[src/grca_pkg.sv]
`default_nettype none

package grca_pkg;

   localparam int CostWidth  = 32;
   localparam int ColWidth   = 5;
   localparam int CountWidth = 6;
   localparam int MaskCols   = 32;
   localparam logic [CountWidth-1:0] CountMax = 6'd63;

   typedef logic signed [CostWidth-1:0] cost_type;
   typedef logic [ColWidth-1:0]         col_type;
   typedef logic [CountWidth-1:0]       count_type;
   typedef logic [MaskCols-1:0]         mask_type;

   typedef struct packed {
      logic    valid;
      col_type winner;
   } result_type;

endpackage

`default_nettype wire

[src/grca_search.sv]
`default_nettype none

module grca_search #(
   parameter int MAX_COLS = 32
) (
   input  wire logic                 clock,
   input  wire logic                 reset,
   input  wire logic                 step_en,
   input  wire grca_pkg::cost_type   cost_value,
   input  wire logic                 row_end,
   input  wire logic                 matrix_end,
   output grca_pkg::result_type      result,
   output grca_pkg::mask_type        taken_mask
);
   import grca_pkg::*;

   localparam int ColLimit = (MAX_COLS < MaskCols) ? MAX_COLS : MaskCols;

   mask_type  taken_ff, taken_in;
   count_type count_ff, count_in;
   cost_type  best_value_ff, best_value_in;
   col_type   best_col_ff, best_col_in;

   logic      qualifies;
   cost_type  cand_value;
   col_type   cand_col;

   always_comb begin
      qualifies = ({1'b0, count_ff} < 7'(ColLimit)) && !taken_ff[count_ff[ColWidth-1:0]]
                  && (cost_value >= best_value_ff);
      cand_value = qualifies ? cost_value : best_value_ff;
      cand_col   = qualifies ? count_ff[ColWidth-1:0] : best_col_ff;

      taken_in      = taken_ff;
      count_in      = count_ff;
      best_value_in = best_value_ff;
      best_col_in   = best_col_ff;
      if (step_en) begin
         if (row_end) begin
            if (matrix_end) begin
               taken_in = '0;
            end else begin
               taken_in = taken_ff | (mask_type'(1) << cand_col);
            end
            count_in      = '0;
            best_value_in = '0;
            best_col_in   = '0;
         end else begin
            if (count_ff != CountMax) begin
               count_in = count_ff + count_type'(1);
            end
            best_value_in = cand_value;
            best_col_in   = cand_col;
         end
      end
      result.valid  = step_en && row_end;
      result.winner = cand_col;
   end

   always_ff @(posedge clock) begin
      if (reset) begin
         taken_ff      <= '0;
         count_ff      <= '0;
         best_value_ff <= '0;
         best_col_ff   <= '0;
      end else begin
         taken_ff      <= taken_in;
         count_ff      <= count_in;
         best_value_ff <= best_value_in;
         best_col_ff   <= best_col_in;
      end
   end

   assign taken_mask = taken_ff;

endmodule

`default_nettype wire

[src/grca_out_stage.sv]
`default_nettype none

module grca_out_stage (
   input  wire logic                 clock,
   input  wire logic                 reset,
   input  wire grca_pkg::result_type result,
   output logic                      take_ok,
   output logic                      rsp_valid,
   input  wire logic                 rsp_ready,
   output grca_pkg::col_type         rsp_winner_column
);
   import grca_pkg::*;

   logic    valid_ff, valid_in;
   col_type winner_ff, winner_in;

   always_comb begin
      take_ok   = !valid_ff || rsp_ready;
      valid_in  = valid_ff && !rsp_ready;
      winner_in = winner_ff;
      if (result.valid) begin
         valid_in  = 1'b1;
         winner_in = result.winner;
      end
   end

   always_ff @(posedge clock) begin
      if (reset) begin
         valid_ff <= 1'b0;
      end else begin
         valid_ff <= valid_in;
      end
   end

   always_ff @(posedge clock) begin
      winner_ff <= winner_in;
   end

   assign rsp_valid         = valid_ff;
   assign rsp_winner_column = winner_ff;

endmodule

`default_nettype wire

[src/greedy_row_column_assignment_core.sv]
`default_nettype none

// Greedy row-by-row column assignment. Costs stream in one per transfer, in column
// order; a transfer with row end set closes the row, and its winning column appears
// on the result channel in the next cycle. One cost is taken every cycle while the
// result register is empty or being drained, since the whole per-cost step, a signed
// 32-bit compare against the running best and a test of the taken mask, sits between
// the input transfer and the state and result registers.
module greedy_row_column_assignment_core #(
   parameter int MAX_COLS = 32
) (
   input  wire logic               clock,
   input  wire logic               reset,
   input  wire logic               req_valid,
   output logic                    req_ready,
   input  wire grca_pkg::cost_type req_cost_value,
   input  wire logic               req_row_end,
   input  wire logic               req_matrix_end,
   output logic                    rsp_valid,
   input  wire logic               rsp_ready,
   output grca_pkg::col_type       rsp_winner_column
);
   import grca_pkg::*;

   localparam int ColLimit = (MAX_COLS < MaskCols) ? MAX_COLS : MaskCols;

   logic       step_en;
   result_type result;
   mask_type   taken_mask;

   assign step_en = req_valid && req_ready;

   grca_search #(
      .MAX_COLS(MAX_COLS)
   ) u_search (
      .clock      (clock),
      .reset      (reset),
      .step_en    (step_en),
      .cost_value (req_cost_value),
      .row_end    (req_row_end),
      .matrix_end (req_matrix_end),
      .result     (result),
      .taken_mask (taken_mask)
   );

   grca_out_stage u_out (
      .clock             (clock),
      .reset             (reset),
      .result            (result),
      .take_ok           (req_ready),
      .rsp_valid         (rsp_valid),
      .rsp_ready         (rsp_ready),
      .rsp_winner_column (rsp_winner_column)
   );

`ifndef ASSERT_OFF
   a_row_end_gives_result: assert property (@(posedge clock) disable iff (reset)
      step_en && req_row_end |=> rsp_valid)
      else $error("row end transfer did not produce a result");

   a_winner_in_range: assert property (@(posedge clock) disable iff (reset)
      rsp_valid |-> ({2'b00, rsp_winner_column} < 7'(ColLimit)))
      else $error("winner column beyond column limit");

   a_matrix_end_clears: assert property (@(posedge clock) disable iff (reset)
      step_en && req_row_end && req_matrix_end |=> taken_mask == '0)
      else $error("taken mask not cleared at matrix end");

   a_row_marks_taken: assert property (@(posedge clock) disable iff (reset)
      step_en && req_row_end && !req_matrix_end |=> taken_mask[rsp_winner_column])
      else $error("winning column not marked taken");
`endif

endmodule

`default_nettype wire
[config.mk]
export PLATFORM = sky130hd
export DESIGN_NAME = greedy_row_column_assignment_core
export DESIGN_NICKNAME = d
export VERILOG_FILES = /design/src/grca_pkg.sv /design/src/grca_search.sv /design/src/grca_out_stage.sv /design/src/greedy_row_column_assignment_core.sv
export SDC_FILE = /design/constraint.sdc
export NUM_CORES = 1
export LEC_CHECK = 0
export BUFFER_PORTS_ARGS = -buffer_cell sky130_fd_sc_hd__buf_2
export CORE_MARGIN = 1
export CORE_UTILIZATION = 40
export DETAILED_ROUTE_END_ITERATION = 6
export PLACE_DENSITY = 0.57
export SETUP_SLACK_MARGIN = 0.05
export SLEW_MARGIN = 30
export SYNTH_ARGS = -nofsm -noshare
export SYNTH_HDL_FRONTEND = slang
export SYNTH_HIERARCHICAL = 1
export SYNTH_SLANG_ARGS = --single-unit
[constraint.sdc]
create_clock -name clock -period 4.3 [get_ports clock]
set_clock_uncertainty 0.05 [all_clocks]
set_input_delay 0.86 -clock clock [delete_from_list [all_inputs] [get_ports clock]]
set_output_delay 0.86 -clock clock [all_outputs]
set_load 0.02 [all_outputs]
# [Word level (Yosys, flattened, before mapping)]
# Index checks and enable logic that the tools add are counted.
[totals] ff_bits=81 inputBits=38
[op_classes] addsub=1 magnitude_cmp=3 n_eq_ne=1 shift=1 mux=10 n_bitwise=1 reduce_logical=14
[ops] operator="$mux W32" n=3
[ops] operator="$ge A32 B32 Y1" n=1
[ops] operator="$or A32 B32 Y32" n=1
[ops] operator="$shl A1 B5 Y32 const A" n=1
[ops] operator="$mux W6" n=2
[ops] operator="$mux W5" n=2
[ops] operator="$add A6 B1 Y6 const B" n=1
[ops] operator="$lt A5 B6 Y1 const B" n=1
[ops] operator="$lt A6 B6 Y1 const B" n=1
[ops] operator="$ne A6 B6 Y1 const B" n=1
[ops] operator="$reduce_and A2 Y1" n=3
[ops] operator="$bmux W1 S5" n=1
[ops] operator="$logic_and A1 B1 Y1" n=5
[ops] operator="$reduce_bool A2 Y1" n=2
[ops] operator="$logic_not A1 Y1" n=3
[ops] operator="$mux W1" n=2
[ops] operator="$logic_or A1 B1 Y1" n=1

# [Longest topological paths before layout]
[depth] ltp_word=9 ltp_mapped=12

# [Hierarchy]
# Netlist, hierarchy kept.
[by_module_without_submodules] module="grca_search" n_inst=1 cells_each=527 area_each_um2=4702.0 seq_area_each_um2=1501.4
[by_module_without_submodules] module="grca_out_stage" n_inst=1 cells_each=9 area_each_um2=196.4 seq_area_each_um2=170.2
[by_module_without_submodules] module="greedy_row_column_assignment_core" n_inst=1 cells_each=1 area_each_um2=6.3 seq_area_each_um2=0.0

# [Least setup slack after synthesis]
# Ideal clock, no wire load.
[synth_timing] path_type="input-to-reg" from="in req_cost_value[30]" to="reg u_out.winner_ff[0] (netlist: u_out/rsp_winner_column[0]) (data pin)" arrival_time_ps=3064 t_required_ps=3990 slack_ps=926 cell_stages=9 path_cell_list="ha_1 -> a21oi_1 -> nand2_1 -> a221o_1 -> nor3_1 -> mux2i_2 -> a21o_1 -> buf_2 -> mux2_2"
[synth_lines] item="from (decl)" line="greedy_row_column_assignment_core.sv:16" source="input wire grca_pkg::cost_type req_cost_value,"
[synth_lines] item="to (signal assigned)" line="grca_out_stage.sv:36" source="winner_ff <= winner_in;"
[synth_lines] item="to (decl)" line="grca_out_stage.sv:15" source="col_type winner_ff, winner_in;"

# [Final worst setup path]
[layout_timing] from="in req_cost_value[31]" to="reg u_search.taken_ff[7] (netlist: u_search/taken_mask[7])"
[layout_via] elab_chain_cells=6
[layout_rtl] item="$ge A32 B32 Y1" line="grca_search.sv:30" source="&& (cost_value >= best_value_ff);"
[layout_rtl] item="$logic_and A1 B1 Y1" line="grca_search.sv:30"
[layout_rtl] item="$mux W5" line="grca_search.sv:32" source="cand_col = qualifies ? count_ff[ColWidth-1:0] : best_col_ff;"
[layout_rtl] item="$shl A1 B5 Y32" line="grca_search.sv:43" source="taken_in = taken_ff | (mask_type'(1) << cand_col);"
[layout_rtl] item="$or A32 B32 Y32" line="grca_search.sv:43"
[layout_rtl] item="$mux W32" line="grca_search.sv:40" source="if (matrix_end) begin"
[layout_rtl] item="to (signal assigned)" line="grca_search.sv:67" source="taken_ff <= taken_in;"
[layout_rtl] item="to (decl)" line="grca_search.sv:19" source="mask_type taken_ff, taken_in;"
# Every way passes these cells.
# A chain may end at the register's enable or synchronous reset.

==> run_summary.xml <==
<?xml version="1.0" encoding="UTF-8"?>
<metrics>
  <group name="run_status">
    <metric name="outcome" unit="">finished, final reports clean</metric>
  </group>
  <group name="placed_design">
    <metric name="post-place-ws" unit="ns">0.6053</metric>
    <metric name="globalplace.congestion" unit="">0.8394</metric>
    <metric name="detailedPlacementHpwl" unit="um">8368</metric>
    <metric name="place.port_buffers" unit="">44</metric>
  </group>
  <group name="worst_setup_path">
    <metric name="start_kind" unit="">input pin</metric>
    <metric name="crit_path_end" unit="">u_search/taken_mask[7]</metric>
    <metric name="crit_required" unit="ns">4.45</metric>
    <metric name="critical_path_peak_fanout" unit="">8</metric>
    <metric name="critical_path_arrival" unit="ns">3.52</metric>
    <metric name="crit-reg2reg-capture" unit="">u_search/best_col_ff[4]</metric>
    <metric name="setup.worst_path.start" unit="">req_cost_value[31]</metric>
    <metric name="endpoint_kind" unit="">register</metric>
    <metric name="criticalPathCategory" unit="">input pin to register</metric>
    <metric name="r2r_cells" unit="">8</metric>
    <metric name="timing.rr.start" unit="">u_search/count_ff[0]</metric>
    <metric name="ff2ff_setup_slack" unit="ns">1.09</metric>
  </group>
  <group name="synth">
    <metric name="synth_top_cell_area_share" unit="">0.3102</metric>
    <metric name="synth_sequential_area_ratio" unit="">0.3408</metric>
    <metric name="synth_enable_flop_cells" unit="">5</metric>
    <metric name="post-synth-top-count-cell" unit="">dfxtp_1</metric>
    <metric name="avgSynthCellArea" unit="sq um">9.134</metric>
    <metric name="share_of_flip_flops_with_an_asynchronous_set_or_reset" unit="">0</metric>
    <metric name="ys_ff_latch" unit="">81</metric>
    <metric name="synthesis.instances" unit="">537</metric>
    <metric name="synth.distinct_cells" unit="">50</metric>
    <metric name="post-synth-top-area-cell" unit="">dfxtp_1</metric>
    <metric name="post_synth_most_frequent_cells" unit="">dfxtp_1, a211oi_1, a21oi_1, nand2b_1, inv_1</metric>
    <metric name="yosys_warnings" unit="">6</metric>
    <metric name="synth.net_count" unit="">608</metric>
    <metric name="postSynth.topFlopCell" unit="">dfxtp_1</metric>
    <metric name="synth.top_cells.by_area" unit="">dfxtp_1, a211oi_1, ha_1, o2bb2ai_1, nand2b_1</metric>
    <metric name="post_synth_instance_area" unit="sq mm">0.004905</metric>
  </group>
  <group name="sta">
    <metric name="post-route-min-period" unit="ns">3.376</metric>
    <metric name="setup_total_negative_slack" unit="ns">0</metric>
    <metric name="rsz_0062_raised_after_global_routing" unit="">false</metric>
    <metric name="finalSetupViolCount" unit="">0</metric>
    <metric name="final_max_tran_viols" unit="">0</metric>
    <metric name="final_critical_path_setup_slack" unit="ns">0.9243</metric>
    <metric name="timing.final.hold_violations" unit="">0</metric>
    <metric name="worst-slew-pin-transition" unit="ns">0.8708</metric>
    <metric name="layout_worst_path_cycle_share" unit="">0.7850</metric>
    <metric name="relSlewSlack" unit="">0.4186</metric>
    <metric name="hold_slack" unit="ns">0.4248</metric>
    <metric name="maxClockFrequency" unit="MHz">296.2</metric>
  </group>
  <group name="final_layout">
    <metric name="final_nets" unit="">635</metric>
    <metric name="n_antenna_cell" unit="">0</metric>
    <metric name="area_growth_syn_to_layout" unit="%">14.03</metric>
    <metric name="share_of_the_core_filled_with_cells_in_the_final_layout" unit="">0.4676</metric>
    <metric name="final-seq-area" unit="sq mm">0.001672</metric>
    <metric name="share_of_layout_cells_above_drive_strength_1" unit="">0.1687</metric>
    <metric name="num-fill-cells" unit="">1106</metric>
    <metric name="footprint_of_the_multi_input_gates" unit="sq mm">0.002903</metric>
  </group>
  <group name="cts">
    <metric name="clockBufferDepth" unit="">2</metric>
    <metric name="clock-sinks" unit="">81</metric>
    <metric name="tritoncts_clock_tree" unit="">yes</metric>
    <metric name="cts-buffers-inserted" unit="">9</metric>
    <metric name="clockRootBuffer" unit="">clkbuf_16</metric>
    <metric name="postCtsSetupBuffers" unit="">0</metric>
    <metric name="htreeDepth" unit="">3</metric>
    <metric name="worst_setup_hold_path_clk_slew" unit="ns">0.06</metric>
    <metric name="post_cts.resized_instances" unit="">0</metric>
    <metric name="clock_latency_at_the_later_pin_of_the_worst_skew_pair" unit="ns">0.34</metric>
    <metric name="cts_hold_buf" unit="">0</metric>
  </group>
  <group name="global_route">
    <metric name="maximum_number_of_pins_on_one_net_before_global_route_repair" unit="">47</metric>
    <metric name="gr-usage-all-layers" unit="">0.2075</metric>
    <metric name="grt_antenna_before_repair" unit="">0</metric>
    <metric name="first_global_vias" unit="">4066</metric>
    <metric name="grt_first_pass_wirelength" unit="um">20840</metric>
    <metric name="overflow" unit="">0</metric>
  </group>
  <group name="route">
    <metric name="via_density_per_instance" unit="">5.803</metric>
    <metric name="wl_per_cell" unit="um">17.28</metric>
    <metric name="drt_iter0_drcs" unit="">327</metric>
    <metric name="routed-via-count" unit="">4155</metric>
    <metric name="drt_drc_violations_left" unit="">0</metric>
    <metric name="postRouteAntennaNets" unit="">0</metric>
    <metric name="route.final.wire_length" unit="um">12370</metric>
    <metric name="detailedRoute.firstPassIterationCount" unit="">4</metric>
  </group>
  <group name="floorplanning">
    <metric name="fp.dieArea" unit="sq mm">0.01271</metric>
    <metric name="core-area" unit="sq mm">0.01196</metric>
    <metric name="start_util" unit="">0.4100</metric>
    <metric name="num_rows" unit="">40</metric>
    <metric name="num_io_pins" unit="">45</metric>
    <metric name="die-width" unit="um">112.7</metric>
    <metric name="fp.dieH" unit="um">112.7</metric>
  </group>
  <group name="run">
    <metric name="max_cap_viols" unit="">0</metric>
  </group>
  <group name="power">
    <metric name="worst_ir_drop_vdd" unit="uV">197.0</metric>
    <metric name="power_per_cell_area" unit="mW/mm^2">384.6</metric>
    <metric name="cellLeakagePower" unit="nW">2.122</metric>
  </group>
  <group name="worst_hold_path">
    <metric name="worstHoldPathType" unit="">register to register</metric>
  </group>
</metrics>
==> through the flow <==
stage,std cells,power (W),area [sq um]
floorplan,537,0.001161,4905
global placement,700,0.001258,5235
detailed placement,700,0.001265,5235
CTS,716,0.002172,5593
global route,716,0.002262,5593
finish,716,0.002151,5593
==> how the worst min path moves through the flow <==
stage,slack [ns],to,startpoint,cells after the start
6_report,0.42,u_search/best_value_ff[16],u_search/best_value_ff[16],2
5_1_grt,0.45,u_search/best_value_ff[15],u_search/best_value_ff[15],2
4_1_cts,0.43,u_search/best_value_ff[13],u_search/best_value_ff[13],2
3_5_place_dp,0.42,u_search/best_value_ff[13],u_search/best_value_ff[13],2
3_3_place_gp,0.41,u_search/best_value_ff[20],u_search/best_value_ff[20],2
2_1_floorplan,0.40,u_search/best_value_ff[10],u_search/best_value_ff[10],2
==> layout make-up <==
cell class / instances / area share
multi-input combinational: 377 / 0.5190
sequential: 81 / 0.2989
timing repair buffer: 58 / 0.06040
clock buffer: 11 / 0.04922
tap: 147 / 0.03289
inverter: 37 / 0.02483
clock inverter: 5 / 0.01477
==> worst max-delay path: stages <==
cell and delay [ns]:
buf_2 0.11, ha_1 0.33, nand4_1 0.17, nor3_1 0.31, nand2_1 0.15, or3_1 0.32
o22a_1 0.38, buf_4 0.25, a2111oi_0 0.53, a211oi_1 0.09
==> cell usage in the layout, fill, tap and decap left out, drive strengths merged, types with 11 or more instances in the layout <==
master and n:
o2bb2ai 36, a21oi 40, dfxtp 76, nand2 16, inv 37, buf 58, a211oi 59, clkbuf 11
nand2b 40, nor3 16, a21o 25, nor2 14, ha 33
==> cells by family after synthesis <==
| logic type | count (synthesis) | share of synthesized area |
|---|---|---|
| XOR/XNOR | 4 | 0.007144 |
| AND/OR/NAND/NOR | 131 | 0.1528 |
| AO/OA/AOI/OAI | 190 | 0.2890 |
| adder cells (fa/ha/maj) | 33 | 0.08418 |
| buffers and inverters | 79 | 0.06913 |
| flip-flops | 81 | 0.3408 |
| multiplexers | 19 | 0.05689 |
==> sequential cells by signal, summed over array words and instances (netlist names) <==
name and cells:
u_search/taken_mask 32, u_out/rsp_winner_column 5, u_search/best_value_ff 32, u_search/count_ff 6
u_out/rsp_valid 1, u_search/best_col_ff 5
==> report_power, final <==
group	internal (W)	leakage [nW]	switching, W	total (W)
Clock	0.000580	0.176	0.000319	0.000899
Sequential	0.000817	0.668	0.0000474	0.000865
Combinational	0.000175	1.28	0.000211	0.000387
Total	0.00157	2.12	0.000578	0.00215
==> routing by layer <==
layer  GRT usage  vias up  routed length, um
li1            -     2070                  -
met1      0.2710     1966               5861
met2      0.3321      108               5779
met3     0.04713       11                594
met4     0.08444        0                134
met5           0        -                  0
Power figures use the tool's default switching activity.
